===== src/hw/rtl/vt_pkg.sv =====
`timescale 1ns / 1ps
`default_nettype none
// ----------------------------------------------------------------------------
// vt_pkg: shared types and constants of the 4x4 vertex transform
// Word formats of both channels, mode codes and datapath widths.
// ----------------------------------------------------------------------------
package vt_pkg;

  localparam logic [1:0] OP_PROJ3 = 2'd0;
  localparam logic [1:0] OP_AFF3  = 2'd1;
  localparam logic [1:0] OP_HOMO4 = 2'd2;
  localparam logic [1:0] OP_AFF4  = 2'd3;

  // Four floored 64-bit products summed exactly.
  localparam int SUM_W   = 66;
  // Quotient bits kept by the divider; anything at or above 2^33 saturates.
  localparam int QB      = 33;
  localparam int DIV_LAT = QB + 1;

  localparam logic signed [31:0] S32_MAX = 32'sh7fffffff;
  localparam logic signed [31:0] S32_MIN = 32'sh80000000;

  typedef struct packed {
    logic [1:0]         op;
    logic signed [31:0] in_x;
    logic signed [31:0] in_y;
    logic signed [31:0] in_z;
    logic signed [31:0] in_w;
  } vt_in_t;

  typedef struct packed {
    logic signed [31:0] out_x;
    logic signed [31:0] out_y;
    logic signed [31:0] out_z;
    logic signed [31:0] out_w;
    logic               divide_by_zero;
    logic               saturated;
  } vt_out_t;

  typedef struct packed {
    logic signed [31:0] val;
    logic               sat;
    logic               dz;
  } vt_lane_res_t;

endpackage
`default_nettype wire


===== src/hw/rtl/vt_merge.sv =====
`timescale 1ns / 1ps
`default_nettype none
// ----------------------------------------------------------------------------
// vt_merge: combines the lane results into the output word
// Selects w by mode, gathers the flags and holds the output register.
// ----------------------------------------------------------------------------
module vt_merge #(
  parameter int FRACTION_BITS = 16
) (
  input  wire logic                              clk,
  input  wire logic                              rst,
  input  wire logic                              en,
  input  wire logic                              vin,
  input  vt_pkg::vt_lane_res_t                   res_x,
  input  vt_pkg::vt_lane_res_t                   res_y,
  input  vt_pkg::vt_lane_res_t                   res_z,
  input  wire logic [1:0]                        op,
  input  wire logic signed [31:0]                in_w,
  input  wire logic signed [vt_pkg::SUM_W-1:0]   sum_w,
  output logic                                   out_valid,
  output vt_pkg::vt_out_t                        out_word
);

  localparam logic signed [31:0] ONE = 32'(1) << FRACTION_BITS;

  vt_pkg::vt_out_t word_next;
  logic            w_sat;

  always_comb begin
    w_sat = 1'b0;
    word_next.out_x = res_x.val;
    word_next.out_y = res_y.val;
    word_next.out_z = res_z.val;
    case (op)
      vt_pkg::OP_HOMO4: begin
        if (sum_w > vt_pkg::SUM_W'(vt_pkg::S32_MAX)) begin
          word_next.out_w = vt_pkg::S32_MAX;
          w_sat = 1'b1;
        end else if (sum_w < vt_pkg::SUM_W'(vt_pkg::S32_MIN)) begin
          word_next.out_w = vt_pkg::S32_MIN;
          w_sat = 1'b1;
        end else begin
          word_next.out_w = sum_w[31:0];
        end
      end
      vt_pkg::OP_AFF4: word_next.out_w = in_w;
      default:         word_next.out_w = ONE;
    endcase
    word_next.divide_by_zero = res_x.dz | res_y.dz | res_z.dz;
    word_next.saturated      = res_x.sat | res_y.sat | res_z.sat | w_sat;
  end

  always_ff @(posedge clk) begin
    if (rst) begin
      out_valid <= 1'b0;
    end else if (en) begin
      out_valid <= vin;
    end
  end

  always_ff @(posedge clk) begin
    if (en) begin
      out_word <= word_next;
    end
  end

endmodule
`default_nettype wire


===== config.mk =====
export PLATFORM = sky130hd
export DESIGN_NAME = vt_merge
export DESIGN_NICKNAME = d
export VERILOG_FILES = /design/src/hw/rtl/vt_pkg.sv /design/src/hw/rtl/vt_merge.sv
export SDC_FILE = /design/constraint.sdc
export NUM_CORES = 1
export LEC_CHECK = 0
export ABC_AREA = 1
export BUFFER_PORTS_ARGS = -buffer_cell sky130_fd_sc_hd__buf_2
export CAP_MARGIN = 10
export CORE_AREA = 8 8 124 126
export DETAILED_ROUTE_END_ITERATION = 6
export DIE_AREA = 0 0 132 134
export PLACE_DENSITY = 0.76
export SYNTH_ARGS = -nofsm -noshare
export SYNTH_HDL_FRONTEND = slang
export SYNTH_SLANG_ARGS = --single-unit

===== constraint.sdc =====
create_clock -name clk -period 1.8 [get_ports clk]
set_input_delay 0.09 -clock clk [delete_from_list [all_inputs] [get_ports clk]]
set_output_delay 0.09 -clock clk [all_outputs]
set_load 0.01 [all_outputs]

* Word level (Yosys, flattened, before mapping)
Index checks and enable logic that the tools add are counted. W data, S select, Z words.
Word-level totals: register bits 131, bits in latches 0, memory bits (writable) 0, ROM bits 0, input port bits 206, output and inout bits 131, logic and storage cells 22, memories kept 0
Operators by class: add/subtract/negate cells 0, multipliers 0, divide/modulo/power cells 0, order comparisons 2, eq/ne operators 2, shift-type cells 0, muxes and demuxes 6, bitwise operators 5, reduce and logical (&&, ||, !) cells 0
Operators by type and width (number):
- $gt A66 B32 Y1 const B | 1
- $lt A66 B32 Y1 const B | 1
- $mux W32 | 2
- $pmux W32 S2 | 1
- $or A1 B1 Y1 | 5
- $eq A2 B2 Y1 const B | 2
- $mux W1 | 3

* Logic depth before layout (Yosys ltp)
Gate-level depths: netlist of run 1.
word-level depth 5, mapped depth 13, depth with buffers taken out 12

* Worst setup path before layout of run 1
No wires, ideal clock.
kind input -> register, start in sum_w[53] (netlist name), end reg out_word[10] (netlist name) (data pin), setup time 0.252 ns, arrival 1.069 ns, data required time 1.548 ns, path slack 0.479 ns, stages 10, path buffers 1, cells stage by stage or2_1 nor2_2 nand2_1 nor2_2 nand3_2 nand3_4 buf_12 nand2_2 nand2_1 nand2_1
RTL lines:
- start, declared | line vt_merge.sv:19 | input wire logic signed [vt_pkg::SUM_W-1:0] sum_w,
- end signal, assigned | line vt_merge.sv:63 | out_word <= word_next;
- end, declared | line vt_merge.sv:21 | output vt_pkg::vt_out_t out_word

==> impl_summary.log, run 1 <==
[metrics] #FFs+latches synth: 131
[metrics] endpoint arrival time on the critical path: 1.62 ns
[metrics] Die X-Extent: 132 um
[metrics] sum of negative setup slack: 0 ns
[metrics] post-layout utilization of the core: 0.673
[metrics] Syn Std Cell Area: about 5200 sq um
[metrics] number of warnings issued by yosys: 0
[metrics] number of buffers created by CTS: 17
[metrics] main combinational cell family by area after synthesis: simple AND/OR/NAND/NOR gates
[metrics] number of buffers added for setup after CTS: 0
[metrics] Worst Setup SP: res_z[0]
[metrics] H-tree Lvls: 4
[metrics] area growth from synthesis to layout: 74.1%
[metrics] leak pwr: about 4.2 nW
[metrics] Remaining DRCs: 0
[metrics] filler instances: about 1000
[metrics] number of buffer cells added on primary ports: between 300 and 400
[metrics] Fin Clk Skew: 0 ns
[metrics] CTS tree: done
[metrics] total global routing track utilization: 0.233
[metrics] worst-case headroom to the max-slew limit: 0.326
[metrics] maximum clock frequency: between 600 and 700 MHz
[metrics] Post-Synthesis Mean Instance Area: around 12 sq um
[metrics] result of the run: complete, no violations
[metrics] power density over cell area: 921 nW/um^2
[metrics] CTS max path bufs: 2
[metrics] aggregate routed wire length: 21.5 mm
[metrics] number of hold violations in the final report: 0
[metrics] Peak supply drop: a little under 600 uV
[metrics] remaining global-route overflow: 0
[metrics] Routed Antenna Nets: 0
[metrics] FF-to-FF setup slack: between 0.6 and 0.7 ns
[metrics] total vias in the final route: 5077
[metrics] cell at the root of the clock tree: clkbuf_16
[metrics] initial standard-cell utilization of the core: 0.386
[metrics] Max Slew Vio Count: 0
[metrics] post-synthesis instance total: between 400 and 500
[metrics] critical path launch point type: input pin
[metrics] die outline height: roughly 130 um
[metrics] critical path endpoint category: register
[metrics] final cycle utilization of the critical path: 0.816
[metrics] DRC marker count from the first detailed-route iteration: approximately 330
[metrics] number of cells traversed by the worst register-to-register path: 3
[metrics] post-synthesis share of cell area spent on xor and xnor gates: 0
[metrics] complex-gate fraction of the synthesized area: 0.00288
[metrics] weighted congestion at the end of routability-driven global placement: 0.889
[metrics] worst slew pin tran: ~1 ns
[metrics] critical path data required time: 1.95 ns
[metrics] post-synth cell types: 22
[metrics] Setup Crit Path Kind: in -> reg
[metrics] total half-perimeter wirelength after legalization and detailed placement: around 14 mm
[metrics] clock sink count: roughly 130
[metrics] highest-count cells in the layout ignoring fill and taps: buf_2, nand2_1, dlygate4sd3_1
[metrics] max-cap viol count: 0
[metrics] number of top-level pins: between 300 and 400
[metrics] final critical path time including I/O delays and setup: roughly 1.5 ns
[metrics] simple-gate portion of the synthesized area: 0.212
[metrics] total chip power: between 8 and 9 mW
[metrics] crit-path max FO: 1
[metrics] site row count: 43
[metrics] first-pass GRT wire length: between 30 and 40 mm
[metrics] antenna violations before repair: 7
[metrics] final setup fails: 0
[metrics] number of global-route vias before repair: 5582
[metrics] worst flop-to-flop path endpoint: out_valid$_SDFFE_PP0P_
[metrics] R2R Path Start: out_valid$_SDFFE_PP0P_
[metrics] register clock-pin slew on the reported worst setup and hold paths: approximately 0.07 ns
[metrics] commonest non-fill, non-tap cell in the layout: buf_2
[metrics] number of vias per cell after detailed routing: 4.60
[metrics] standard cell core area: roughly 14000 sq um
[metrics] Worst Hold Slack: roughly 0.055 ns
[metrics] average wire per cell in the routed design: between 15 and 20 um
[metrics] Post-Synthesis Net Count: roughly 630
[metrics] clock insertion delay at the later pin of the skew report: about 0.4 ns
[metrics] layout net count: approximately 1100
[metrics] share of final-layout standard cells stronger than drive strength 1: 0.450
[metrics] fraction of the yosys area taken by sequential cells: 0.752
[metrics] RSZ-0062 raised after global routing: false
[metrics] DR pass1 iterations: 4
[metrics] adder-cell share of the synthesized area: 0
[metrics] endpoint of the most critical setup path: out_word[1]$_DFFE_PP_
[metrics] min-delay worst type: in -> reg
[metrics] mux contribution to synthesized area: 0.00192
[metrics] die outline area: between 15000 and 20000 sq um
[metrics] pin count of the biggest net entering global routing: between 40 and 50
==> power breakdown <==
group / total [mW] / internal [mW] / switching, mW / leakage, nW
Clock: 3.43 / 2.06 / 1.37 / 0.283
Sequential: 3.72 / 3.64 / 0.0815 / 1.28
Combinational: 1.21 / 0.596 / 0.619 / 2.62
==> cell usage after synthesis <==
master | number | area share
nor2_1 | 38 | 0.027
nor3_1 | 1 | 0.00096
nand3_2 | 1 | 0.0019
buf_4 | 3 | 0.0043
inv_1 | 14 | 0.010
buf_2 | 3 | 0.0029
or2_1 | 2 | 0.0024
nand3_1 | 5 | 0.0048
nand2_2 | 29 | 0.035
buf_12 | 3 | 0.012
clkbuf_1 | 3 | 0.0022
nand3_4 | 1 | 0.0034
dfxtp_1 | 1 | 0.0038
nor2_2 | 4 | 0.0048
a21oi_1 | 2 | 0.0019
nand2_1 | 172 | 0.12
nand4_1 | 4 | 0.0048
nor2_4 | 1 | 0.0022
o21ai_0 | 1 | 0.00096
mux2i_1 | 1 | 0.0019
edfxtp_1 | 130 | 0.75
or3_1 | 1 | 0.0012
==> worst min-delay path by stage <==
stage,startpoint,to,slack [ns],cells past startpoint
5_1_grt,in_w[16],out_word[18]$_DFFE_PP_,0.06,3
4_1_cts,in_w[16],out_word[18]$_DFFE_PP_,0.03,3
2_1_floorplan,rst,out_valid$_SDFFE_PP0P_,0.16,1
6_report,in_w[16],out_word[18]$_DFFE_PP_,0.06,3
3_5_place_dp,rst,out_valid$_SDFFE_PP0P_,0.26,2
3_3_place_gp,rst,out_valid$_SDFFE_PP0P_,0.26,2
==> registers in the layout (all words and copies together), names as in the netlist <==
register	count
out_word	130
out_valid	1
==> worst max-delay path: stages <==
cell	delay [ns]
dlygate4sd3_1	0.53
buf_2	0.12
or3_1	0.29
dlygate4sd3_1	0.58
==> per-stage QoR <==
stage,area [sq um],instances,worst slack (ns)
floorplan,5220,420,0.479
global placement,7150,933,0.235
detailed placement,7150,933,0.225
CTS,9070,1098,0.363
global route,9080,1104,0.328
finish,9080,1104,0.330
==> kinds of logic after synthesis <==
kind of cell | count (synthesis)
and+or+nand+nor | 259
AOI/OAI and AO/OA | 3
muxes | 1
buffers and inverters | 26
DFF | 131
==> area by class of cell <==
cell class	instances	area (sq um)	share of cell area
clock buffer	18	429	0.0472
antenna	6	15.0	0.00165
sequential	131	3920	0.432
clock inverter	14	154	0.0169
tap	180	225	0.0248
multi-input combinational	263	1130	0.125
inverter	14	52.6	0.00579
timing repair buffer	478	3150	0.347
==> what timing repair did <==
| action | CTS | global route |
|---|---|---|
| gates resized for setup | 0 | 0 |
| hold buffers | 133 | 0 |
| hold endpoints to repair | 130 | 0 |
==> layer usage <==
layer,vias to the layer above,part of all wire,global-route usage
met5,-,0.00037,0
met4,2,0.034,0.123
met3,47,0.089,0.0860
met2,309,0.53,0.417
met1,2333,0.35,0.232
li1,2386,-,-
Power figures use the tool's default switching activity.
==> run 2, diff against run 1 <==
==> constraint.sdc (replaced) <==
create_clock -name clk -period 1.4 [get_ports clk]
set_input_delay 0.07 -clock clk [delete_from_list [all_inputs] [get_ports clk]]
set_output_delay 0.07 -clock clk [all_outputs]
set_load 0.01 [all_outputs]
==> impl_summary.log, run 2 (synthesis results as in run 1) <==
[metrics] antenna violations before repair: 3
[metrics] pre-CTS setup slack: -0.158 ns
[metrics] endpoint of the most critical setup path: out_word[0]$_DFFE_PP_
[metrics] H-tree Lvls: 4
[metrics] number of vias per cell after detailed routing: ~4.6
[metrics] highest cell delay on the worst timing path: 0.57 ns
[metrics] endpoint arrival time on the critical path: about 1.5 ns
[metrics] Remaining DRCs: 0
[metrics] CTS tree: done
[metrics] pin count of the biggest net entering global routing: between 40 and 50
[metrics] clock insertion delay at the later pin of the skew report: between 0.3 and 0.4 ns
[metrics] initial standard-cell utilization of the core: 0.386
[metrics] maximum clock frequency: between 700 and 800 MHz
[metrics] RSZ-0062 raised after global routing: false
[metrics] result of the run: complete, no violations
[metrics] layout net count: roughly 1100
[metrics] final cycle utilization of the critical path: 0.965
[metrics] weighted congestion at the end of routability-driven global placement: between 0.8 and 0.9
[metrics] final critical path time including I/O delays and setup: approximately 1.4 ns
[metrics] total vias in the final route: about 5100
[metrics] total global routing track utilization: 0.237
[metrics] number of buffers added for setup after CTS: 0
[metrics] Peak supply drop: between 700 and 800 uV
[metrics] highest-count cells in the layout ignoring fill and taps: buf_2, nand2_1, dlygate4sd3_1
[metrics] sum of negative setup slack: 0 ns
[metrics] Fin Clk Skew: 0 ns
[metrics] R2R Path Start: out_valid$_SDFFE_PP0P_
[metrics] number of cells traversed by the worst register-to-register path: 3
[metrics] Crit path top cell by count: dlygate4sd3_1
[metrics] min-delay worst type: in -> reg
[metrics] cell with the largest stage delay on the worst path: dlygate4sd3_1
[metrics] die outline area: between 15000 and 20000 sq um
[metrics] area growth from synthesis to layout: 76.1%
[metrics] share of final-layout standard cells stronger than drive strength 1: 0.458
[metrics] worst flop-to-flop path endpoint: out_valid$_SDFFE_PP0P_
[metrics] max-cap viol count: 0
[metrics] worst-case setup margin in the final layout: around 0.049 ns
[metrics] average wire per cell in the routed design: just under 20 um
[metrics] cell at the root of the clock tree: clkbuf_16
[metrics] critical path endpoint category: register
[metrics] site row count: 43
[metrics] flip-flop count of the largest register, all copies and words added: 130
[metrics] critical path data required time: roughly 1.6 ns
[metrics] FF-to-FF setup slack: 0.18 ns
[metrics] post-layout utilization of the core: 0.680
[metrics] clock sink count: 131
[metrics] crit-path max FO: 1
[metrics] worst slew pin tran: 0.348 ns
[metrics] top register by number of flip-flops: out_word
[metrics] worst-case headroom to the max-slew limit: 0.768
[metrics] number of global-route vias before repair: roughly 5700
[metrics] list of cells traversed by the critical path: dlygate4sd3_1, buf_2, nor3_2, dlygate4sd3_1, nand2_1
[metrics] remaining global-route overflow: 0
[metrics] Worst Hold Slack: 0.0284 ns
[metrics] DR pass1 iterations: 7
[metrics] power density over cell area: between 1000 and 1500 nW/um^2
[metrics] leak pwr: 4.24 nW
[metrics] critical path launch point type: input pin
[metrics] total chip power: around 11 mW
[metrics] Worst Setup SP: res_z[1]
[metrics] standard cell core area: ~14000 sq um
[metrics] number of top-level pins: approximately 340
[metrics] total half-perimeter wirelength after legalization and detailed placement: approximately 15 mm
[metrics] number of hold violations in the final report: 0
[metrics] Routed Antenna Nets: 0
[metrics] number of buffer cells added on primary ports: 336
[metrics] cell depth of the worst min-delay path: 1
[metrics] Die X-Extent: about 130 um
[metrics] commonest non-fill, non-tap cell in the layout: buf_2
[metrics] Max Slew Vio Count: 0
[metrics] first-pass GRT wire length: between 30 and 40 mm
[metrics] register clock-pin slew on the reported worst setup and hold paths: 0.07 ns
[metrics] registers with the most flip-flops: out_word (130), out_valid (1)
[metrics] CTS max path bufs: 2
[metrics] Setup Crit Path Kind: in -> reg
[metrics] DRC marker count from the first detailed-route iteration: approximately 330
[metrics] aggregate routed wire length: about 22 mm
[metrics] number of buffers created by CTS: 17
[metrics] beginning of the worst hold path: en
[metrics] final setup fails: 0
[metrics] die outline height: ~130 um
-- run 2: cell types whose count changed in the layout (fill, tap and decap cells not counted), sizes merged --
| cell | before | now |
|---|---|---|
| bufinv | 2 | 1 |
| inv | 18 | 22 |
| clkinvlp | 2 | 5 |
| clkinv | 6 | 1 |
| clkbuf | 18 | 17 |
| diode | 6 | 2 |
| dlygate4sd3 | 133 | 134 |
| buf | 345 | 358 |
-- run 2: worst min-delay path by stage --
| stage | end | slack, ns |
|---|---|---|
| after floorplan | out_valid$_SDFFE_PP0P_ | 0.14 |
| after global placement | out_valid$_SDFFE_PP0P_ | 0.23 |
| after detailed placement | out_valid$_SDFFE_PP0P_ | 0.23 |
| after CTS | out_word[120]$_DFFE_PP_ | 0.01 |
| after global routing | out_word[85]$_DFFE_PP_ | 0.02 |
| final | out_word[85]$_DFFE_PP_ | 0.03 |
-- run 2: routing by layer --
metal	track usage	share of wire	vias up
li1	-	-	2407
met1	0.231	0.34	2398
met2	0.443	0.54	294
met3	0.0890	0.090	39
met4	0.0938	0.027	2
met5	0	0.00046	-
-- run 2: timing repair --
action / in CTS / in global routing
hold buffers: 134 / 0
gates resized for setup: 0 / 1
endpoints found under the hold margin: 130 / 0
endpoints found under the setup margin: 0 / 1
-- run 2: worst max-delay path: cells and delay by family --
family                 cells  cell delay, ns
AND/OR/NAND/NOR            2            0.19
buffers and inverters      3            1.24
-- run 2: area by class of cell --
class | instances | area, sq um
Inverter | 14 | 52.6
Antenna cell | 2 | 5.00
Clock buffer | 17 | 425
Clock inverter | 15 | 146
Multi-Input combinational cell | 263 | 1140
Timing Repair Buffer | 492 | 3270
Sequential cell | 131 | 3920
Tap cell | 180 | 225
Fill cell | 963 | 4320
-- run 2: power by group --
group / internal, mW / total [mW] / switching [mW]
registers: 4.68 / 4.78 / 0.106
clock network: 2.50 / 4.31 / 1.81
logic: 0.792 / 1.60 / 0.804
total: 7.96 / 10.7 / 2.72
-- run 2: stage by stage --
stage	area (sq um)	cells
CTS	9180	1112
finish	9190	1114
global route	9190	1114
global placement	7260	946
floorplan	5220	420
detailed placement	7260	946
